===== config.mk =====
export PLATFORM = sky130hd
export DESIGN_NAME = rack_aware_replica_placement_top
export DESIGN_NICKNAME = d
export VERILOG_FILES = /design/src/sv/rarp_pkg.sv /design/src/sv/rack_aware_replica_placement_top.sv /design/src/sv/rarp_ring_mem.sv /design/src/sv/rarp_fifo_mem.sv
export SDC_FILE = /design/constraint.sdc
export NUM_CORES = 2
export LEC_CHECK = 0
export ABC_AREA = 1
export BUFFER_PORTS_ARGS = -buffer_cell sky130_fd_sc_hd__buf_2
export CELL_PAD_IN_SITES_DETAIL_PLACEMENT = 0
export CELL_PAD_IN_SITES_GLOBAL_PLACEMENT = 1
export CORE_MARGIN = 2
export CORE_UTILIZATION = 46
export DETAILED_ROUTE_END_ITERATION = 10
export PLACE_DENSITY_LB_ADDON = 0.15
export SETUP_SLACK_MARGIN = 0.2
export SLEW_MARGIN = 20
export SYNTH_ARGS = -nofsm -noshare
export SYNTH_HDL_FRONTEND = slang
export SYNTH_SLANG_ARGS = --single-unit

===== constraint.sdc =====
create_clock -name clk -period 7.3 [get_ports clk]
set_clock_uncertainty 0.15 [all_clocks]
set_input_delay 0.73 -clock clk [delete_from_list [all_inputs] [get_ports clk]]
set_output_delay 0.73 -clock clk [all_outputs]
set_load 0.02 [all_outputs]

===== src/sv/rarp_pkg.sv =====
package rarp_pkg;

    localparam int RING_SIZE = 64;
    localparam int NUM_DCS   = 4;
    localparam int NUM_RACKS = 8;
    localparam int POS_W     = 6;
    localparam int LEN_W     = 7;
    localparam int HOST_W    = 8;
    localparam int ENTRY_W   = 15;
    localparam int CFG_IDX_W = 3;
    localparam int CFG_DATA_W = 7;
    localparam int DC_W      = 2;
    localparam int RACK_W    = 3;

    localparam logic [CFG_IDX_W-1:0] REG_RING_LENGTH = 3'd0;
    localparam logic [CFG_IDX_W-1:0] REG_TARGET_DC0  = 3'd1;
    localparam logic [CFG_IDX_W-1:0] REG_TARGET_DC3  = 3'd4;

    localparam logic OP_WRITE = 1'b0;
    localparam logic OP_QUERY = 1'b1;

    typedef struct packed {
        logic                operation;
        logic [POS_W-1:0]    position;
        logic [HOST_W-1:0]   host_id;
        logic                dc_present;
        logic [DC_W-1:0]     dc_index;
        logic                rack_present;
        logic [RACK_W-1:0]   rack_index;
    } in_req_t;

    typedef struct packed {
        logic [POS_W-1:0]    start_position;
        logic [HOST_W-1:0]   replica_host;
        logic [POS_W-1:0]    replica_position;
        logic                found;
        logic                last;
    } out_req_t;

    // decoded ring entry
    typedef struct packed {
        logic                dc_ok;
        logic [DC_W-1:0]     dc;
        logic                rack_ok;
        logic [RACK_W-1:0]   rack;
        logic [HOST_W-1:0]   host;
    } entry_t;

    function automatic entry_t decode_entry(input logic [ENTRY_W-1:0] e);
        entry_t d;
        d.host    = e[7:0];
        d.dc_ok   = e[8];
        d.dc      = e[10:9];
        d.rack_ok = e[11];
        d.rack    = e[14:12];
        return d;
    endfunction

endpackage


===== src/sv/rack_aware_replica_placement_top.sv =====
// Rack-aware replica placement. A write request (operation 0) stores one ring
// entry and the block is ready again on the next cycle. A query request reads the
// ring through the registered read port of the ring memory, with a read state and
// an evaluate state for each entry. First a counting lap over the first ring_length
// entries (at most RING_SIZE) learns the racks of each datacenter. Then at most one
// lap of placement runs from the start position. Each host drained from the skipped
// FIFO of a datacenter passes a FIFO read, a ring read and an evaluation step, and
// a closing step sends the final result. An empty ring or a bad start goes straight
// to the closing step. Each replica is held back one step so that the final one
// can carry last. The walk waits while the output register still holds a result
// that has not been taken. in_stall is high while a query runs and while a result
// waits.
module rack_aware_replica_placement_top
    import rarp_pkg::*;
(
    input  logic                  clk,
    input  logic                  rst_n,
    input  logic                  in_valid,
    output logic                  in_stall,
    input  in_req_t               in_data,
    output logic                  out_valid,
    input  logic                  out_stall,
    output out_req_t              out_data,
    input  logic                  cfg_we,
    input  logic [CFG_IDX_W-1:0]  cfg_index,
    input  logic [CFG_DATA_W-1:0] cfg_data
);

    typedef enum logic [3:0] {
        S_IDLE, S_CNT_RD, S_CNT_EV, S_WALK_RD, S_WALK_EV,
        S_DRN_RD, S_DRN_EN, S_DRN_EV, S_FINISH
    } state_t;

    state_t state_reg;

    logic [LEN_W-1:0] len_reg;
    logic [LEN_W-1:0] tgt_reg [NUM_DCS];

    logic [POS_W-1:0] start_reg, j_reg, p_reg;
    logic [LEN_W-1:0] step_reg;
    logic             any_reg;    // a replica is held in hold_reg
    logic [NUM_RACKS-1:0] mask_reg [NUM_DCS];
    logic [NUM_RACKS-1:0] seen_reg [NUM_DCS];
    logic [LEN_W-1:0] found_reg [NUM_DCS];
    logic [LEN_W-1:0] skc_reg [NUM_DCS];
    logic [POS_W-1:0] head_reg [NUM_DCS];
    logic [DC_W-1:0]  du_reg;
    logic             pend_reg;   // result waiting in out_data
    out_req_t         out_reg;
    out_req_t         hold_reg;

    logic [ENTRY_W-1:0] rdata;
    logic [POS_W-1:0]   raddr;
    logic [POS_W-1:0]   fifo_rdata;
    logic               fifo_we;
    logic [DC_W+POS_W-1:0] fifo_waddr, fifo_raddr;
    entry_t             ent;

    logic [LEN_W-1:0] len_eff;
    assign len_eff = (len_reg > LEN_W'(RING_SIZE)) ? LEN_W'(RING_SIZE) : len_reg;

    logic accept;
    assign accept   = in_valid && !in_stall;
    assign in_stall = (state_reg != S_IDLE) || pend_reg;
    assign out_valid = pend_reg;
    assign out_data  = out_reg;

    assign ent = decode_entry(rdata);

    // ring memory address
    always_comb
    begin
        raddr = j_reg;
        if (state_reg == S_DRN_EN)
            raddr = fifo_rdata;
        else if (state_reg == S_DRN_EV)
            raddr = p_reg;
    end

    rarp_ring_mem u_ring (
        .clk   (clk),
        .we    (accept && in_data.operation == OP_WRITE),
        .waddr (in_data.position),
        .wdata ({in_data.rack_index, in_data.rack_present, in_data.dc_index,
                 in_data.dc_present, in_data.host_id}),
        .raddr (raddr),
        .rdata (rdata)
    );

    assign fifo_raddr = {du_reg, head_reg[du_reg]};

    rarp_fifo_mem u_fifo (
        .clk   (clk),
        .we    (fifo_we),
        .waddr (fifo_waddr),
        .wdata (j_reg),
        .raddr (fifo_raddr),
        .rdata (fifo_rdata)
    );

    // walk evaluation for the current entry
    logic [LEN_W-1:0] tg;
    logic [3:0] seen_n, rin;
    logic       elig, take, park, newrack;
    logic [NUM_RACKS-1:0] seen_upd;
    logic [LEN_W-1:0] found_upd;
    logic       all_met_upd;
    logic [POS_W-1:0] j_nxt;

    always_comb
    begin
        tg = tgt_reg[ent.dc];
        seen_n = 4'($countones(seen_reg[ent.dc]));
        rin = 4'($countones(mask_reg[ent.dc]));
        elig = ent.dc_ok && (tg != '0) && (found_reg[ent.dc] < tg);
        take = elig && (!ent.rack_ok || seen_n == rin);
        newrack = elig && !take && !seen_reg[ent.dc][ent.rack];
        park = elig && !take && !newrack;
        fifo_we = (state_reg == S_WALK_EV) && park && (skc_reg[ent.dc] < LEN_W'(RING_SIZE));
        fifo_waddr = {ent.dc, POS_W'(head_reg[ent.dc] + POS_W'(skc_reg[ent.dc]))};
        seen_upd = seen_reg[ent.dc];
        if (newrack)
            seen_upd[ent.rack] = 1'b1;
        found_upd = found_reg[ent.dc] + LEN_W'(take || newrack);
        all_met_upd = 1'b1;
        for (int d = 0; d < NUM_DCS; d++)
        begin
            if (DC_W'(d) == ent.dc)
            begin
                if (found_upd < tgt_reg[d])
                    all_met_upd = 1'b0;
            end
            else if (found_reg[d] < tgt_reg[d])
                all_met_upd = 1'b0;
        end
        j_nxt = (LEN_W'(j_reg) + 1'b1 == len_eff) ? '0 : j_reg + 1'b1;
    end

    // drain evaluation after the current drained host
    logic drn_more, drn_met;
    always_comb
    begin
        drn_more = (skc_reg[du_reg] != '0)
                   && (found_reg[du_reg] + 1'b1 < tgt_reg[du_reg]);
        drn_met = 1'b1;
        for (int d = 0; d < NUM_DCS; d++)
        begin
            if (DC_W'(d) == du_reg)
            begin
                if (found_reg[d] + 1'b1 < tgt_reg[d])
                    drn_met = 1'b0;
            end
            else if (found_reg[d] < tgt_reg[d])
                drn_met = 1'b0;
        end
    end

    // output push: the held replica moves out when a newer one replaces it
    logic     out_free, ev_go, push;
    out_req_t push_data;
    always_comb
    begin
        out_free = !pend_reg || !out_stall;
        ev_go = out_free || !any_reg;
        push = 1'b0;
        push_data = hold_reg;
        if (state_reg == S_WALK_EV)
            push = ev_go && any_reg && (take || newrack);
        else if (state_reg == S_DRN_EV)
            push = ev_go && any_reg;
        else if (state_reg == S_FINISH)
        begin
            push = out_free;
            push_data.last = 1'b1;
            if (!any_reg)
                push_data = '{start_position: start_reg, replica_host: '0,
                              replica_position: '0, found: 1'b0, last: 1'b1};
        end
    end

    // configuration registers
    always_ff @(posedge clk or negedge rst_n)
    begin
        if (!rst_n)
        begin
            len_reg <= '0;
            for (int d = 0; d < NUM_DCS; d++)
                tgt_reg[d] <= '0;
        end
        else if (cfg_we)
        begin
            if (cfg_index == REG_RING_LENGTH)
                len_reg <= cfg_data;
            else if (cfg_index >= REG_TARGET_DC0 && cfg_index <= REG_TARGET_DC3)
                tgt_reg[DC_W'(cfg_index - REG_TARGET_DC0)] <= cfg_data;
        end
    end

    // sequencer
    always_ff @(posedge clk or negedge rst_n)
    begin
        if (!rst_n)
        begin
            state_reg <= S_IDLE;
            pend_reg <= 1'b0;
            any_reg <= 1'b0;
            out_reg <= '0;
            hold_reg <= '0;
            start_reg <= '0;
            j_reg <= '0;
            p_reg <= '0;
            step_reg <= '0;
            du_reg <= '0;
            for (int d = 0; d < NUM_DCS; d++)
            begin
                mask_reg[d] <= '0;
                seen_reg[d] <= '0;
                found_reg[d] <= '0;
                skc_reg[d] <= '0;
                head_reg[d] <= '0;
            end
        end
        else
        begin
            // output register
            if (push)
            begin
                out_reg <= push_data;
                pend_reg <= 1'b1;
            end
            else if (!out_stall)
                pend_reg <= 1'b0;

            unique case (state_reg)
                S_IDLE:
                begin
                    if (accept && in_data.operation == OP_QUERY)
                    begin
                        start_reg <= in_data.position;
                        any_reg <= 1'b0;
                        j_reg <= '0;
                        step_reg <= '0;
                        for (int d = 0; d < NUM_DCS; d++)
                        begin
                            mask_reg[d] <= '0;
                            seen_reg[d] <= '0;
                            found_reg[d] <= '0;
                            skc_reg[d] <= '0;
                            head_reg[d] <= '0;
                        end
                        if (len_eff == '0 || LEN_W'(in_data.position) >= len_eff)
                            state_reg <= S_FINISH;
                        else
                            state_reg <= S_CNT_RD;
                    end
                end
                S_CNT_RD:
                    state_reg <= S_CNT_EV;
                S_CNT_EV:
                begin
                    if (ent.dc_ok && ent.rack_ok)
                        mask_reg[ent.dc][ent.rack] <= 1'b1;
                    if (step_reg + 1'b1 == len_eff)
                    begin
                        step_reg <= '0;
                        j_reg <= start_reg;
                        state_reg <= S_WALK_RD;
                    end
                    else
                    begin
                        step_reg <= step_reg + 1'b1;
                        j_reg <= j_reg + 1'b1;
                        state_reg <= S_CNT_RD;
                    end
                end
                S_WALK_RD:
                    state_reg <= S_WALK_EV;
                S_WALK_EV:
                begin
                    if (ev_go)
                    begin
                        du_reg <= ent.dc;
                        if (take || newrack)
                        begin
                            found_reg[ent.dc] <= found_upd;
                            seen_reg[ent.dc] <= seen_upd;
                            hold_reg <= '{start_position: start_reg, replica_host: ent.host,
                                          replica_position: j_reg, found: 1'b1, last: 1'b0};
                            any_reg <= 1'b1;
                        end
                        if (fifo_we)
                            skc_reg[ent.dc] <= skc_reg[ent.dc] + 1'b1;
                        step_reg <= step_reg + 1'b1;
                        j_reg <= j_nxt;
                        if (newrack && 4'($countones(seen_upd)) == rin
                            && skc_reg[ent.dc] != '0 && found_upd < tg)
                            state_reg <= S_DRN_RD;
                        else if ((elig && all_met_upd) || step_reg + 1'b1 == len_eff)
                            state_reg <= S_FINISH;
                        else
                            state_reg <= S_WALK_RD;
                    end
                end
                S_DRN_RD:
                    // fifo head read in flight
                    state_reg <= S_DRN_EN;
                S_DRN_EN:
                begin
                    p_reg <= fifo_rdata;
                    head_reg[du_reg] <= head_reg[du_reg] + 1'b1;
                    skc_reg[du_reg] <= skc_reg[du_reg] - 1'b1;
                    state_reg <= S_DRN_EV;
                end
                S_DRN_EV:
                begin
                    if (ev_go)
                    begin
                        found_reg[du_reg] <= found_reg[du_reg] + 1'b1;
                        hold_reg <= '{start_position: start_reg, replica_host: ent.host,
                                      replica_position: p_reg, found: 1'b1, last: 1'b0};
                        any_reg <= 1'b1;
                        if (drn_more)
                            state_reg <= S_DRN_RD;
                        else if (step_reg == len_eff || drn_met)
                            state_reg <= S_FINISH;
                        else
                            state_reg <= S_WALK_RD;
                    end
                end
                S_FINISH:
                begin
                    // final replica or empty placement goes out with last
                    if (out_free)
                        state_reg <= S_IDLE;
                end
                default:
                    state_reg <= S_IDLE;
            endcase
        end
    end

`ifndef SYNTHESIS
    a_stall_busy: assert property (@(posedge clk) disable iff (!rst_n)
        (state_reg != S_IDLE) |-> in_stall)
        else $error("request taken while busy");
    a_found_bound: assert property (@(posedge clk) disable iff (!rst_n)
        (state_reg != S_IDLE) |-> (found_reg[0] <= tgt_reg[0]))
        else $error("dc0 over target");
    a_hold: assert property (@(posedge clk) disable iff (!rst_n)
        (out_valid && out_stall) |=> out_valid)
        else $error("result dropped");
    a_hold_data: assert property (@(posedge clk) disable iff (!rst_n)
        (out_valid && out_stall) |=> $stable(out_data))
        else $error("stalled result changed");
`endif

endmodule


===== src/sv/rarp_ring_mem.sv =====
module rarp_ring_mem
    import rarp_pkg::*;
(
    input  logic               clk,
    input  logic               we,
    input  logic [POS_W-1:0]   waddr,
    input  logic [ENTRY_W-1:0] wdata,
    input  logic [POS_W-1:0]   raddr,
    output logic [ENTRY_W-1:0] rdata
);

    logic [ENTRY_W-1:0] mem [RING_SIZE];

    // single write port, registered read
    always_ff @(posedge clk)
    begin
        if (we)
        begin
            mem[waddr] <= wdata;
        end
        rdata <= mem[raddr];
    end

endmodule


===== src/sv/rarp_fifo_mem.sv =====
module rarp_fifo_mem
    import rarp_pkg::*;
(
    input  logic                  clk,
    input  logic                  we,
    input  logic [DC_W+POS_W-1:0] waddr,
    input  logic [POS_W-1:0]      wdata,
    input  logic [DC_W+POS_W-1:0] raddr,
    output logic [POS_W-1:0]      rdata
);

    // skipped positions, one region of RING_SIZE per datacenter
    logic [POS_W-1:0] mem [NUM_DCS*RING_SIZE];

    always_ff @(posedge clk)
    begin
        if (we)
        begin
            mem[waddr] <= wdata;
        end
        rdata <= mem[raddr];
    end

endmodule


==> reports/metrics.yaml <==
finalCritPeriodShare_pct: 104
die_w_um: 518
ff2ff_path_depth: 42
maxCapViolCount: 0
p_per_area_nw_per_um2: 342
cpPeakStageDelay_ns: 0.53
synth-edff-count: 2496
peakVddDrop_mv: 0.335
die-area_um2: 268000
dp_hpwl_um: 222000
ant_nets: 0
die_h_um: 518
failed_checks: "negative setup slack"
largest_reg_flops: 1536
relSlewSlack_pct: 15.5
viasPerCell: 5.61
syn_to_final_growth_pct: 12.2
multiInputGateArea_um2: 34800
crit_path_end_kind: "register"
yosys_warnings: 0
worst_slack_ns: -0.323
core_area_um2: 262000
rsz0062_at_grt: "yes"
outcome: "finished with violations"
wl_per_cell_um: 24.2
synth-seq-cells: 2772
finalSetupViolCount: 4
crit_fanout: 5
vias: 86100
grt_pass1_wl_um: 549000
async_flop_share_pct: 9.20
grt_use_total_pct: 27.1
fillers: 23300
largestRegisters: "u_fifo.mem x1536, u_ring.mem x960"
slowest_stage: "fa_1"
fin_util_pct: 51.9
fin_nets: 11700
r2r_start: "u_ring.rdata[10]$_DFF_P_"
crit_end: "state_reg[0]$_DFFE_PN0P_"
initialDrtViolationCount: 9331
timing_hold_violations_final: 0
path_class: "register to register"
final_area_um2: 136000
firstDrtPassIters: 6
path_common_cell: "fa_1"
min_period_ns: 7.62
seqCellArea_um2: 81800
num_rows: 188
gp_congestion: 0.900
r2r_slack_ns: -0.32
clkTransAtPathRegs_ns: 0.06
clockBufferDepth: 4
clkLatencyLatePin_ns: 0.89
cp.arrival_ns: 8.28
grt_pass1_vias: 83100
synth_top_area_cell: "edfxtp_1"
r2r-end: "state_reg[0]$_DFFE_PN0P_"
ys_dominant_reg_cell: "edfxtp_1"
cts_root_buf: "clkbuf_16"
hp-start: "in_data[15]"
regMostFlops: "u_fifo.mem"
ys_seq_area_share_pct: 67.4
hold_class: "input port to register"
p_leak_uw: 0.0527
start_kind: "register"
port_buffers: 60
ioPinCount: 61
overflow: 0
synth_nets: 11700
antenna_found_initial: 12
yosysTopAreaCellShare_pct: 61.8
cts_buffers: 308
post_dp_cell_area_um2: 126000
cts_tree: "yes"
synth_cells: 11600
maxSlewViolCount: 0
layout-drive-gt1-share_pct: 7.85
routed_wl_um: 372000
cts_sinks: 2772
hold_depth: 3
max_freq_ghz: 0.131
syn_area_um2: 121000
grt_max_degree: 177
synth_cell_types: 49
synthTopCellsByArea: "edfxtp_1, nand2_1, nand3_1, dfrtp_1, nor2_1"
startpoint: "u_ring.rdata[10]$_DFF_P_"
syn_avg_cell_area_um2: 10.5
htree_levels: 5
route.detailed.drc: 0
start_util_pct: 46.3
cp.required_ns: 7.96
tightestPinTransition_ns: 1.27
## cell usage after synthesis, types with 10 or more instances
cell / instances
or2_2: 37
buf_4: 12
o22ai_1: 66
nor2_1: 692
buf_2: 258
o221ai_1: 17
o21a_1: 14
nand3_1: 1733
edfxtp_1: 2496
o21ai_0: 189
a22oi_1: 26
a21oi_1: 350
nor3_1: 28
dfxtp_1: 21
nand2_1: 3814
dfrtp_1: 255
nand4_1: 24
buf_1: 58
xnor2_1: 12
o211ai_1: 290
fa_1: 13
clkbuf_1: 328
inv_2: 11
ha_1: 123
clkinv_1: 10
inv_1: 591
xor2_1: 35
## cells in the final DEF, fill, tap and decap left out, drive strengths merged, types with 12 or more instances in the layout
master / instances
a21oi: 350
a22oi: 26
buf: 354
bufinv: 23
clkbuf: 393
clkinv: 123
clkinvlp: 15
dfrtp: 255
dfxtp: 21
edfxtp: 2496
fa: 13
ha: 123
inv: 613
nand2: 3817
nand3: 1733
nand4: 24
nor2: 694
nor3: 31
o211ai: 290
o21a: 14
o21ai: 199
o221ai: 17
o22ai: 66
or2: 37
xnor2: 12
xor2: 36
## cells by family after synthesis
| family | synth area share (%) |
|---|---|
| xor+xnor | 0.353 |
| simple gates | 21.6 |
| flops | 67.4 |
| buf+inv | 4.23 |
| fa+ha+maj | 1.48 |
| compound gates | 4.95 |
## stage by stage
step / total power [µW] / instances / TNS [ns] / setup WS [ns] / hold slack (ns)
finish: 46600 / 15300 / -1.20 / -0.323 / 0.0881
global route: 48600 / 15300 / -2.41 / -0.620 / 0.0659
CTS: 46800 / 15300 / -1.62 / -0.422 / 0.0477
detailed placement: 31500 / 14800 / -2.29 / -0.609 / 0.299
global placement: 31500 / 14800 / -2.59 / -0.689 / 0.288
floorplan: 26500 / 11600 / -0.541 / -0.160 / 0.266
## worst max-delay path, delay by kind of cell (launching register included)
family,cells,cell delay [ns]
and+or+nand+nor,17,1.40
DFF,1,0.37
xor gates and xnor gates,1,0.11
AOI/OAI and AO/OA,3,0.44
buffers and inverters,11,0.73
adders and majority gates,10,4.35
## layer usage
metal	global-route usage (%)	up-vias	share of wire [%]
met2	43.8	3168	47
met1	38.6	42500	43
met5	0	-	0
li1	-	39800	-
met4	8.01	0	3.0
met3	3.35	540	6.8
## power by group
group / internal (µW) / leakage [µW] / switching [µW]
combinational: 3420 / 0.0213 / 8910
sequential: 18600 / 0.0266 / 459
clock: 8800 / 0.00473 / 6400
## how the worst min path moves through the flow
stage / endpoint / slack [ns]
global placement: hold_reg[1]$_DFFE_PN0P_ / 0.29
floorplan: p_reg[4]$_DFFE_PN0P_ / 0.27
global route: start_reg[2]$_DFFE_PN0P_ / 0.07
finish: start_reg[0]$_DFFE_PN0P_ / 0.09
CTS: start_reg[2]$_DFFE_PN0P_ / 0.05
detailed placement: hold_reg[1]$_DFFE_PN0P_ / 0.30
## layout make-up
class                   instances  share of cell area, %
multi-input cells            7514                   25.6
clock inverters               162                   1.17
clock buffers                 393                   6.02
inverters                     612                   1.71
repair buffers                355                   2.22
flip-flops and latches       2772                   60.1
well taps                    3515                   3.23
diodes                          8                 0.0147
## what timing repair did
item,4_1_cts,5_1_grt
hold buffers,1,0
buffers inserted,11,1
gates resized for setup,13,4
setup endpoints to repair,4,4
pin swaps,8,6
hold endpoints to repair,79,0
Note: power is estimated with default switching activity, not from simulation.
